==> config.mk <==
export PLATFORM = sky130hd
export DESIGN_NAME = protobuf_sample_message_decoder_core
export DESIGN_NICKNAME = d
export VERILOG_FILES = /design/src/sv/pmd_pkg.sv /design/src/sv/protobuf_sample_message_decoder_core.sv /design/src/sv/pmd_front.sv /design/src/sv/pmd_back.sv
export SDC_FILE = /design/constraint.sdc
export NUM_CORES = 1
export LEC_CHECK = 0
export BUFFER_PORTS_ARGS = -buffer_cell sky130_fd_sc_hd__buf_2
export CELL_PAD_IN_SITES_DETAIL_PLACEMENT = 2
export CELL_PAD_IN_SITES_GLOBAL_PLACEMENT = 2
export CORE_AREA = 2 2 168 294
export DETAILED_ROUTE_END_ITERATION = 10
export DIE_AREA = 0 0 170 296
export GPL_TIMING_DRIVEN = 0
export PLACE_DENSITY_LB_ADDON = 0.25
export RECOVER_POWER = 100
export REMOVE_ABC_BUFFERS = 1
export SLEW_MARGIN = 0
export SYNTH_ARGS = -nofsm -noshare
export SYNTH_HDL_FRONTEND = slang
export SYNTH_SLANG_ARGS = --single-unit
==> constraint.sdc <==
create_clock -name clk -period 7.7 [get_ports clk]
set_clock_uncertainty 0.1 [all_clocks]
set_input_delay 0.385 -clock clk [delete_from_list [all_inputs] [get_ports clk]]
set_output_delay 0.385 -clock clk [all_outputs]
set_load 0.005 [all_outputs]
==> src/sv/pmd_pkg.sv <==
`default_nettype none
// ----------------------------------------------------------------------------
// pmd_pkg
// Shared types and constants for the sample message decoder.
// ----------------------------------------------------------------------------
package pmd_pkg;

	localparam int QUEUE_DEPTH = 4;
	localparam int QPTR_W      = $clog2(QUEUE_DEPTH);
	localparam int QCNT_W      = $clog2(QUEUE_DEPTH + 1);

	localparam int KIND_W  = 4;
	localparam int VALUE_W = 64;
	localparam int CODE_W  = 2;

	localparam logic [KIND_W-1:0] K_LOCATION    = 4'd0;
	localparam logic [KIND_W-1:0] K_VALUE       = 4'd1;
	localparam logic [KIND_W-1:0] K_LABEL_KEY   = 4'd2;
	localparam logic [KIND_W-1:0] K_EMPTY_LABEL = 4'd6;
	localparam logic [KIND_W-1:0] K_END         = 4'd7;
	localparam logic [KIND_W-1:0] K_ERROR       = 4'd8;

	localparam logic [CODE_W-1:0] ERR_NONE     = 2'd0;
	localparam logic [CODE_W-1:0] ERR_OVERLONG = 2'd1;
	localparam logic [CODE_W-1:0] ERR_TRUNC    = 2'd2;
	localparam logic [CODE_W-1:0] ERR_WIRE     = 2'd3;

	typedef struct packed {
		logic [6:0] payload;
		logic       cont;
		logic       last;
	} byte_beat_t;

	typedef struct packed {
		logic [KIND_W-1:0]  kind;
		logic [VALUE_W-1:0] value;
		logic               closes;
		logic               last;
		logic [CODE_W-1:0]  code;
	} out_beat_t;

endpackage
`default_nettype wire

==> src/sv/protobuf_sample_message_decoder_core.sv <==
`default_nettype none
// ----------------------------------------------------------------------------
// protobuf_sample_message_decoder_core
// Decodes a protobuf profile sample message one byte per beat into location
// ids, values and label fields, with skipping of unknown fields.
// ----------------------------------------------------------------------------
//  channel   dir   tdata                          tuser                 tlast
//  s_*       in    [7:0] data_byte                -                     end_of_message
//  m_*       out   [63:0] decoded_value,          [3:0] kind,           message_last
//                  [64] closes_label              [5:4] error_code
//
//  one input byte is parsed per cycle, unless a result waits on m_tready
//  a 4-entry byte queue sits between input and parser
//  each input byte passes the byte queue, then the registered result beat
//  bytes that yield no result are consumed without an output beat
//  parser stalls only while a result waits on m_tready
//  reset clears the queue and returns the parser to tag decode
// ----------------------------------------------------------------------------
module protobuf_sample_message_decoder_core import pmd_pkg::*; (
	input  wire logic        clk,
	input  wire logic        arst_n,
	input  wire logic        s_tvalid,
	output logic             s_tready,
	input  wire logic [7:0]  s_tdata,   // [7:0] data_byte
	input  wire logic        s_tlast,
	output logic             m_tvalid,
	input  wire logic        m_tready,
	output logic [71:0]      m_tdata,   // [63:0] decoded_value, [64] closes_label
	output logic [5:0]       m_tuser,   // [3:0] kind, [5:4] error_code
	output logic             m_tlast
);

	logic        q_valid;
	byte_beat_t  q_beat;
	logic        q_pop;
	out_beat_t   res;

	pmd_front u_front (
		.clk      (clk),
		.arst_n   (arst_n),
		.s_tvalid (s_tvalid),
		.s_tready (s_tready),
		.s_tdata  (s_tdata),
		.s_tlast  (s_tlast),
		.q_valid  (q_valid),
		.q_beat   (q_beat),
		.q_pop    (q_pop)
	);

	pmd_back u_back (
		.clk       (clk),
		.arst_n    (arst_n),
		.q_valid   (q_valid),
		.q_beat    (q_beat),
		.q_pop     (q_pop),
		.out_valid (m_tvalid),
		.out_beat  (res),
		.out_ready (m_tready)
	);

	assign m_tdata = {7'd0, res.closes, res.value};
	assign m_tuser = {res.code, res.kind};
	assign m_tlast = res.last;

endmodule
`default_nettype wire

==> src/sv/pmd_front.sv <==
`default_nettype none
// ----------------------------------------------------------------------------
// pmd_front
// Accepts input bytes, splits off the continuation bit and queues them.
// ----------------------------------------------------------------------------
module pmd_front import pmd_pkg::*; (
	input  wire logic       clk,
	input  wire logic       arst_n,
	input  wire logic       s_tvalid,
	output logic            s_tready,
	input  wire logic [7:0] s_tdata,
	input  wire logic       s_tlast,
	output logic            q_valid,
	output byte_beat_t      q_beat,
	input  wire logic       q_pop
);

	byte_beat_t          slot_q [QUEUE_DEPTH];
	logic [QPTR_W-1:0]   wr_ptr_q;
	logic [QPTR_W-1:0]   rd_ptr_q;
	logic [QCNT_W-1:0]   count_q;
	logic                push;
	logic                pop;

	assign s_tready = (count_q != QCNT_W'(QUEUE_DEPTH));
	assign push     = s_tvalid && s_tready;
	assign q_valid  = (count_q != '0);
	assign pop      = q_pop && q_valid;
	assign q_beat   = slot_q[rd_ptr_q];

	always_ff @(posedge clk) begin
		if (push) begin
			slot_q[wr_ptr_q] <= '{payload: s_tdata[6:0], cont: s_tdata[7], last: s_tlast};
		end
	end

	always_ff @(posedge clk or negedge arst_n) begin
		if (!arst_n) begin
			wr_ptr_q <= '0;
			rd_ptr_q <= '0;
			count_q  <= '0;
		end else begin
			if (push) begin
				wr_ptr_q <= wr_ptr_q + QPTR_W'(1);
			end
			if (pop) begin
				rd_ptr_q <= rd_ptr_q + QPTR_W'(1);
			end
			case ({push, pop})
				2'b10:   count_q <= count_q + QCNT_W'(1);
				2'b01:   count_q <= count_q - QCNT_W'(1);
				default: count_q <= count_q;
			endcase
		end
	end

endmodule
`default_nettype wire

==> src/sv/pmd_back.sv <==
`default_nettype none
// ----------------------------------------------------------------------------
// pmd_back
// Wire-format parser: varint assembly, tag decode, packed runs, nested
// labels, field skipping and error hold, with a registered result beat.
// ----------------------------------------------------------------------------
module pmd_back import pmd_pkg::*; (
	input  wire logic        clk,
	input  wire logic        arst_n,
	input  wire logic        q_valid,
	input  wire byte_beat_t  q_beat,
	output logic             q_pop,
	output logic             out_valid,
	output out_beat_t        out_beat,
	input  wire logic        out_ready
);

	typedef enum logic [2:0] {
		PH_TAG,
		PH_LENGTH,
		PH_VALUE,
		PH_PACKED,
		PH_SKIP_VARINT,
		PH_SKIP_BYTES
	} phase_t;

	phase_t        ph_q, n_ph;
	logic [63:0]   acc_q, n_acc;
	logic [3:0]    cnt_q, n_cnt;
	logic [28:0]   fld_q, n_fld;
	logic [2:0]    wtype_q, n_wtype;
	logic [31:0]   pk_q, n_pk;
	logic [31:0]   lb_q, n_lb;
	logic          inl_q, n_inl;
	logic [31:0]   sk_q, n_sk;
	logic          err_q, n_err;
	logic          out_valid_q;
	out_beat_t     out_q;

	logic          emit;
	logic [3:0]    kind;
	logic [63:0]   val;
	logic          cls;
	logic [1:0]    err;
	logic          do_reset;
	logic          set_err;
	logic [63:0]   v;
	logic [5:0]    prod;
	logic          known;

	assign q_pop     = q_valid && (!out_valid_q || out_ready);
	assign out_valid = out_valid_q;
	assign out_beat  = out_q;

	always_comb begin
		n_ph     = ph_q;
		n_acc    = acc_q;
		n_cnt    = cnt_q;
		n_fld    = fld_q;
		n_wtype  = wtype_q;
		n_pk     = pk_q;
		n_lb     = lb_q;
		n_inl    = inl_q;
		n_sk     = sk_q;
		n_err    = err_q;
		emit     = 1'b0;
		kind     = K_LOCATION;
		val      = '0;
		cls      = 1'b0;
		err      = ERR_NONE;
		do_reset = 1'b0;
		set_err  = 1'b0;
		v        = '0;
		prod     = {2'b00, cnt_q} * 6'd7;
		known    = 1'b0;
		if (err_q) begin
			if (q_beat.last) begin
				do_reset = 1'b1;
				emit     = 1'b1;
				kind     = K_END;
			end
		end else begin
			if (inl_q && lb_q != '0) begin
				n_lb = lb_q - 32'd1;
			end
			if (ph_q == PH_SKIP_BYTES) begin
				if (sk_q != '0) begin
					n_sk = sk_q - 32'd1;
				end
				if (n_sk == '0) begin
					n_ph = PH_TAG;
				end
			end else begin
				if (ph_q == PH_PACKED && pk_q != '0) begin
					n_pk = pk_q - 32'd1;
				end
				if (cnt_q < 4'd10) begin
					n_acc = acc_q | ({57'd0, q_beat.payload} << prod);
					n_cnt = cnt_q + 4'd1;
				end
				if (q_beat.cont) begin
					if (n_cnt >= 4'd10) begin
						err = ERR_OVERLONG;
					end else if (ph_q == PH_PACKED && n_pk == '0) begin
						err = ERR_TRUNC;
					end
				end else begin
					v     = n_acc;
					n_acc = '0;
					n_cnt = '0;
					case (ph_q)
						PH_TAG: begin
							n_fld   = v[31:3];
							n_wtype = v[2:0];
							if (inl_q) begin
								known = (v[31:3] >= 29'd1) && (v[31:3] <= 29'd4);
							end else begin
								known = (v[31:3] == 29'd1) || (v[31:3] == 29'd2);
							end
							case (v[2:0])
								3'd0:    n_ph = known ? PH_VALUE : PH_SKIP_VARINT;
								3'd1: begin
									n_sk = 32'd8;
									n_ph = PH_SKIP_BYTES;
								end
								3'd5: begin
									n_sk = 32'd4;
									n_ph = PH_SKIP_BYTES;
								end
								3'd2:    n_ph = PH_LENGTH;
								default: err = ERR_WIRE;
							endcase
						end
						PH_LENGTH: begin
							if (v[63:32] != '0) begin
								err = ERR_TRUNC;
							end else if (!inl_q && (fld_q == 29'd1 || fld_q == 29'd2)) begin
								n_pk = v[31:0];
								n_ph = (v[31:0] != '0) ? PH_PACKED : PH_TAG;
							end else if (!inl_q && fld_q == 29'd3) begin
								n_ph = PH_TAG;
								if (v[31:0] == '0) begin
									emit = 1'b1;
									kind = K_EMPTY_LABEL;
									cls  = 1'b1;
								end else begin
									n_inl = 1'b1;
									n_lb  = v[31:0];
								end
							end else begin
								n_sk = v[31:0];
								n_ph = (v[31:0] != '0) ? PH_SKIP_BYTES : PH_TAG;
							end
						end
						PH_VALUE: begin
							emit = 1'b1;
							val  = v;
							if (inl_q) begin
								kind = 4'd1 + fld_q[3:0];
							end else begin
								kind = (fld_q == 29'd1) ? K_LOCATION : K_VALUE;
							end
							n_ph = PH_TAG;
						end
						PH_PACKED: begin
							emit = 1'b1;
							val  = v;
							kind = (fld_q == 29'd1) ? K_LOCATION : K_VALUE;
							if (n_pk == '0) begin
								n_ph = PH_TAG;
							end
						end
						default: n_ph = PH_TAG;
					endcase
				end
			end
			if (err == ERR_NONE && n_inl && n_lb == '0) begin
				if (n_ph == PH_TAG && n_cnt == '0) begin
					n_inl = 1'b0;
					cls   = 1'b1;
				end else begin
					err = ERR_TRUNC;
				end
			end
			if (err == ERR_NONE && q_beat.last &&
			    (n_ph != PH_TAG || n_cnt != '0 || n_inl)) begin
				err = ERR_TRUNC;
			end
			if (err != ERR_NONE) begin
				do_reset = 1'b1;
				set_err  = !q_beat.last;
				emit     = 1'b1;
				kind     = K_ERROR;
				val      = '0;
				cls      = 1'b0;
			end else if (q_beat.last) begin
				if (!emit) begin
					kind = K_END;
					val  = '0;
				end
				do_reset = 1'b1;
				emit     = 1'b1;
			end
		end
		if (do_reset) begin
			n_ph    = PH_TAG;
			n_acc   = '0;
			n_cnt   = '0;
			n_fld   = '0;
			n_wtype = '0;
			n_pk    = '0;
			n_lb    = '0;
			n_inl   = 1'b0;
			n_sk    = '0;
			n_err   = set_err;
		end
	end

	always_ff @(posedge clk or negedge arst_n) begin
		if (!arst_n) begin
			ph_q        <= PH_TAG;
			acc_q       <= '0;
			cnt_q       <= '0;
			fld_q       <= '0;
			wtype_q     <= '0;
			pk_q        <= '0;
			lb_q        <= '0;
			inl_q       <= 1'b0;
			sk_q        <= '0;
			err_q       <= 1'b0;
			out_valid_q <= 1'b0;
			out_q       <= '0;
		end else begin
			if (q_pop) begin
				ph_q        <= n_ph;
				acc_q       <= n_acc;
				cnt_q       <= n_cnt;
				fld_q       <= n_fld;
				wtype_q     <= n_wtype;
				pk_q        <= n_pk;
				lb_q        <= n_lb;
				inl_q       <= n_inl;
				sk_q        <= n_sk;
				err_q       <= n_err;
				out_valid_q <= emit;
				if (emit) begin
					out_q <= '{kind: kind, value: val, closes: cls,
					           last: q_beat.last, code: err};
				end
			end else if (out_ready) begin
				out_valid_q <= 1'b0;
			end
		end
	end

endmodule
`default_nettype wire

==> results.yml <==
floorplan:
  coreArea_mm2: 0.04820
  die_w_um: 170
  row_count: 107
  die_y_um: 296
  die-area_mm2: 0.05032
  start_util_pct: 38.50
  ioPinCount: 94
synth:
  synthesis.area_mm2: 0.01856
  async_flop_share_pct: 88.54
  synth.distinct_cells: 100
  synth_top_family_by_area: "compound AO/OA/AOI/OAI gates"
  synth-xor-area-share_pct: 1.888
  syn_inst: 2054
  yosysMostFrequentCell: "dfrtp_1"
  yosys_warnings: 0
  synth_top_area_share_pct: 37.49
  synth.area.mux_share_pct: 2.178
  ys_top_cells_by_area: "dfrtp_1 (37%), edfxtp_1 (5.8%), nand2_1 (4.9%), o21ai_0 (4.2%), nor2_1 (3.2%)"
  ys_top_cells_by_count: "dfrtp_1 (278), nand2_1 (243), nor2_1 (156), o21ai_0 (154), a21oi_1 (100)"
  seq_area_frac_synth_pct: 43.32
  synth_edf_count: 36
  synthAdderAreaFrac_pct: 1.888
  ys_ff_latch: 314
  synth_compound_area_share_pct: 26.04
  yosys.area.top_type: "dfrtp_1"
  syn_avg_cell_area_um2: 9.034
  ys_dominant_reg_cell: "dfrtp_1"
  synth-simple-area-share_pct: 20.04
run_status:
  failed_checks: "capacitance limit, slew limit"
  status: "complete, but fails checks"
global_routing:
  grt-ovfl-total: 0
  grt_max_degree: 110
  grtUsageTotal_pct: 31.73
  grt_pass1_wl_um: 121800
  grt_pass1_vias: 19680
  antenna_found_initial: 1
worst_setup_path:
  cpPeakStageDelay_ns: 0.89
  timing.critical_path.max_delay_family: "simple AND/OR/NAND/NOR gates"
  worstSetupPathType: "reg2reg"
  crit_top_cell: "inv_1"
  critPathBufInv: 6
  crit_chain: "clkinv_2 > fa_1 > inv_1 > ha_2 > inv_1 > fa_2 > inv_1 > and4_1 > a31oi_1 > nand3_4 > a21oi_2 > nor4bb_2 > nand3_1 > o21ai_4 > a22o_1 > nand2_1 > nor3_1 > buf_6 > buf_4 > a31o_2 > a22o_1"
  slowest_stage: "nor3_1"
  crit_fanout: 18
  arrival_ns: 7.96
  cp-end-kind: "flop"
  startpoint_type: "flop"
  critPathRequiredTime_ns: 8.09
power_and_ir_drop:
  power_density_mw_per_mm2: 468.6
  vdd_drop_max_mv: 0.2646
  cellLeakagePower_uw: 0.008805
route:
  vias: 17980
  post_drt_via_cell_ratio: 6.600
  drc: 0
  dr.pass1.iters: 4
  drt_iter0_drc: 1162
  ant_nets: 0
  drt_wl_total_um: 80950
  avgRoutedWirePerCell_um: 29.71
clocking:
  clockBufferDepth: 3
  cts_tree: "built"
  clock_sinks: 314
  cts_root_buf: "clkbuf_16"
  h-tree-depth: 2
  clk_pin_slew_ns: 0.07
  cts_buffers: 34
  clock_latency_ns: 0.55
run:
  cap_violations: 3
sta:
  setup_tns_ns: 0
  grt_setup_unrepaired: "no"
  fmax_mhz: 132.2
  drv_slew: 185
  slew_headroom_pct: -175.4
  timing.hold.ws_ns: 0.05678
  setup_viol: 0
  tightest_slew_ns: 4.131
  min_period_ns: 7.564
  period_share_pct: 98.24
  hold_violations: 0
  timing.final.ws_setup_ns: 0.1357
layout:
  diodes: 0
  layout-drive-gt1-share_pct: 11.29
  fin_nets: 2141
  finalNonFillerCells: 2725
  area_growth_pct: 13.55
placed_design:
  post-place-ws_ns: -3.049
  place_congestion: 0.9320
  hpwlAfterDp_um: 56460
  portBuffers: 86
  dp_cells: 2632
min_path:
  hold_path.class: "in2reg"
-- worst paths after layout --
| check | from | endpoint | slack (ns) | cells past startpoint |
|---|---|---|---|---|
| min reg2reg | u_back.out_beat[50]$_DFFE_PN0P_ | u_back.out_beat[50]$_DFFE_PN0P_ | 0.38 | 2 |
| min in group asynchronous | arst_n | u_back.out_beat[5]$_DFFE_PN0P_ | 1.75 | 2 |
| max reg2reg | u_back.cnt_q[0]$_DFFE_PN0P_ | u_back.pk_q[24]$_DFFE_PN0P_ | 0.14 | 21 |
| max in group asynchronous | arst_n | u_back.out_beat[35]$_DFFE_PN0P_ | 1.18 | 3 |
| max | u_back.cnt_q[0]$_DFFE_PN0P_ | u_back.pk_q[24]$_DFFE_PN0P_ | 0.14 | 21 |
| min | m_tready | u_back.out_valid$_DFFE_PN0P_ | 0.06 | 3 |
-- power breakdown --
part           switching, µW  internal (µW)  total (µW)  leakage [µW]
Combinational           4410           1690        6100       0.00410
Sequential               234           1850        2090       0.00417
Clock                    746            945        1690      0.000540
Total                   5390           4480        9870       0.00880
-- tightest hold or removal path, delay by kind of cell --
family / cells / cell delay, ns
buf+inv: 1 / 0.07
simple gates: 2 / 0.18
-- flip-flops by register name, summed over array words and instances, names as in the netlist --
register / cells
u_back.sk_q: 32
u_back.ph_q: 3
u_front.slot_q: 36
u_back.inl_q: 1
u_back.out_beat: 72
u_back.err_q: 1
u_front.count_q: 3
u_back.acc_q: 64
u_front.wr_ptr_q: 2
u_back.out_valid: 1
u_back.cnt_q: 4
u_back.pk_q: 32
u_back.lb_q: 32
u_back.fld_q: 29
u_front.rd_ptr_q: 2
-- layout make-up --
type                    instances  area, µm²
fillers                      5274      27130
multi-input cells            1558      10000
flip-flops and latches        314       8041
clock buffers                  48      994.7
repair buffers                142      973.4
well taps                     599      749.5
inverters                      53      200.2
clock inverters                11      110.1
-- metal layers --
| metal | GRT usage, % | part of all wire (%) | wire length (µm) |
|---|---|---|---|
| met4 | 19.49 | 7.3 | 5906 |
| met3 | 3.617 | 3.6 | 2919 |
| met2 | 59.45 | 53 | 43030 |
| met1 | 33.69 | 36 | 29080 |
| met5 | 0 | 0.016 | 13 |
-- what timing repair did --
item,in CTS,in global routing
setup buffers,5,16
resized for setup,30,9
hold endpoints to repair,99,0
pin swaps,6,7
cloned,2,2
endpoints found under the setup margin,271,244
hold buffers,9,0
-- logic make-up (layout without fill, tap and decap cells) --
kind of cell	after synthesis	after routing
flops	314	314
simple gates	751	753
mux	32	32
fa+ha+maj	25	25
other cells	1	7
xor+xnor	40	40
buf+inv	192	254
compound gates	699	701
-- stage by stage --
step	cell area [µm²]	utilization (%)	total power, µW
2_1_floorplan	17920	-	5145
3_3_place_gp	19100	39.63	7239
3_5_place_dp	19600	40.66	7771
4_1_cts	20970	43.52	9676
5_1_grt	21070	43.72	10280
6_report	21070	43.72	9874
-- cell usage in the layout (no fill, tap or decap), types with 33 or more instances in the layout --
cell type	Yosys	routed
inv_1	50	50
nor4_1	39	37
o2bb2ai_1	33	33
a31oi_1	51	50
nand2_1	243	239
clkbuf_1	90	64
o21ai_0	154	163
a21oi_1	100	87
clkbuf_16	0	35
edfxtp_1	36	36
buf_2	23	33
nand3_1	59	56
nor3_1	58	57
o31ai_1	45	44
dfrtp_1	278	277
a22o_1	63	63
o22ai_1	43	43
nor2_1	156	153
Note: power is estimated with default switching activity, not from simulation.
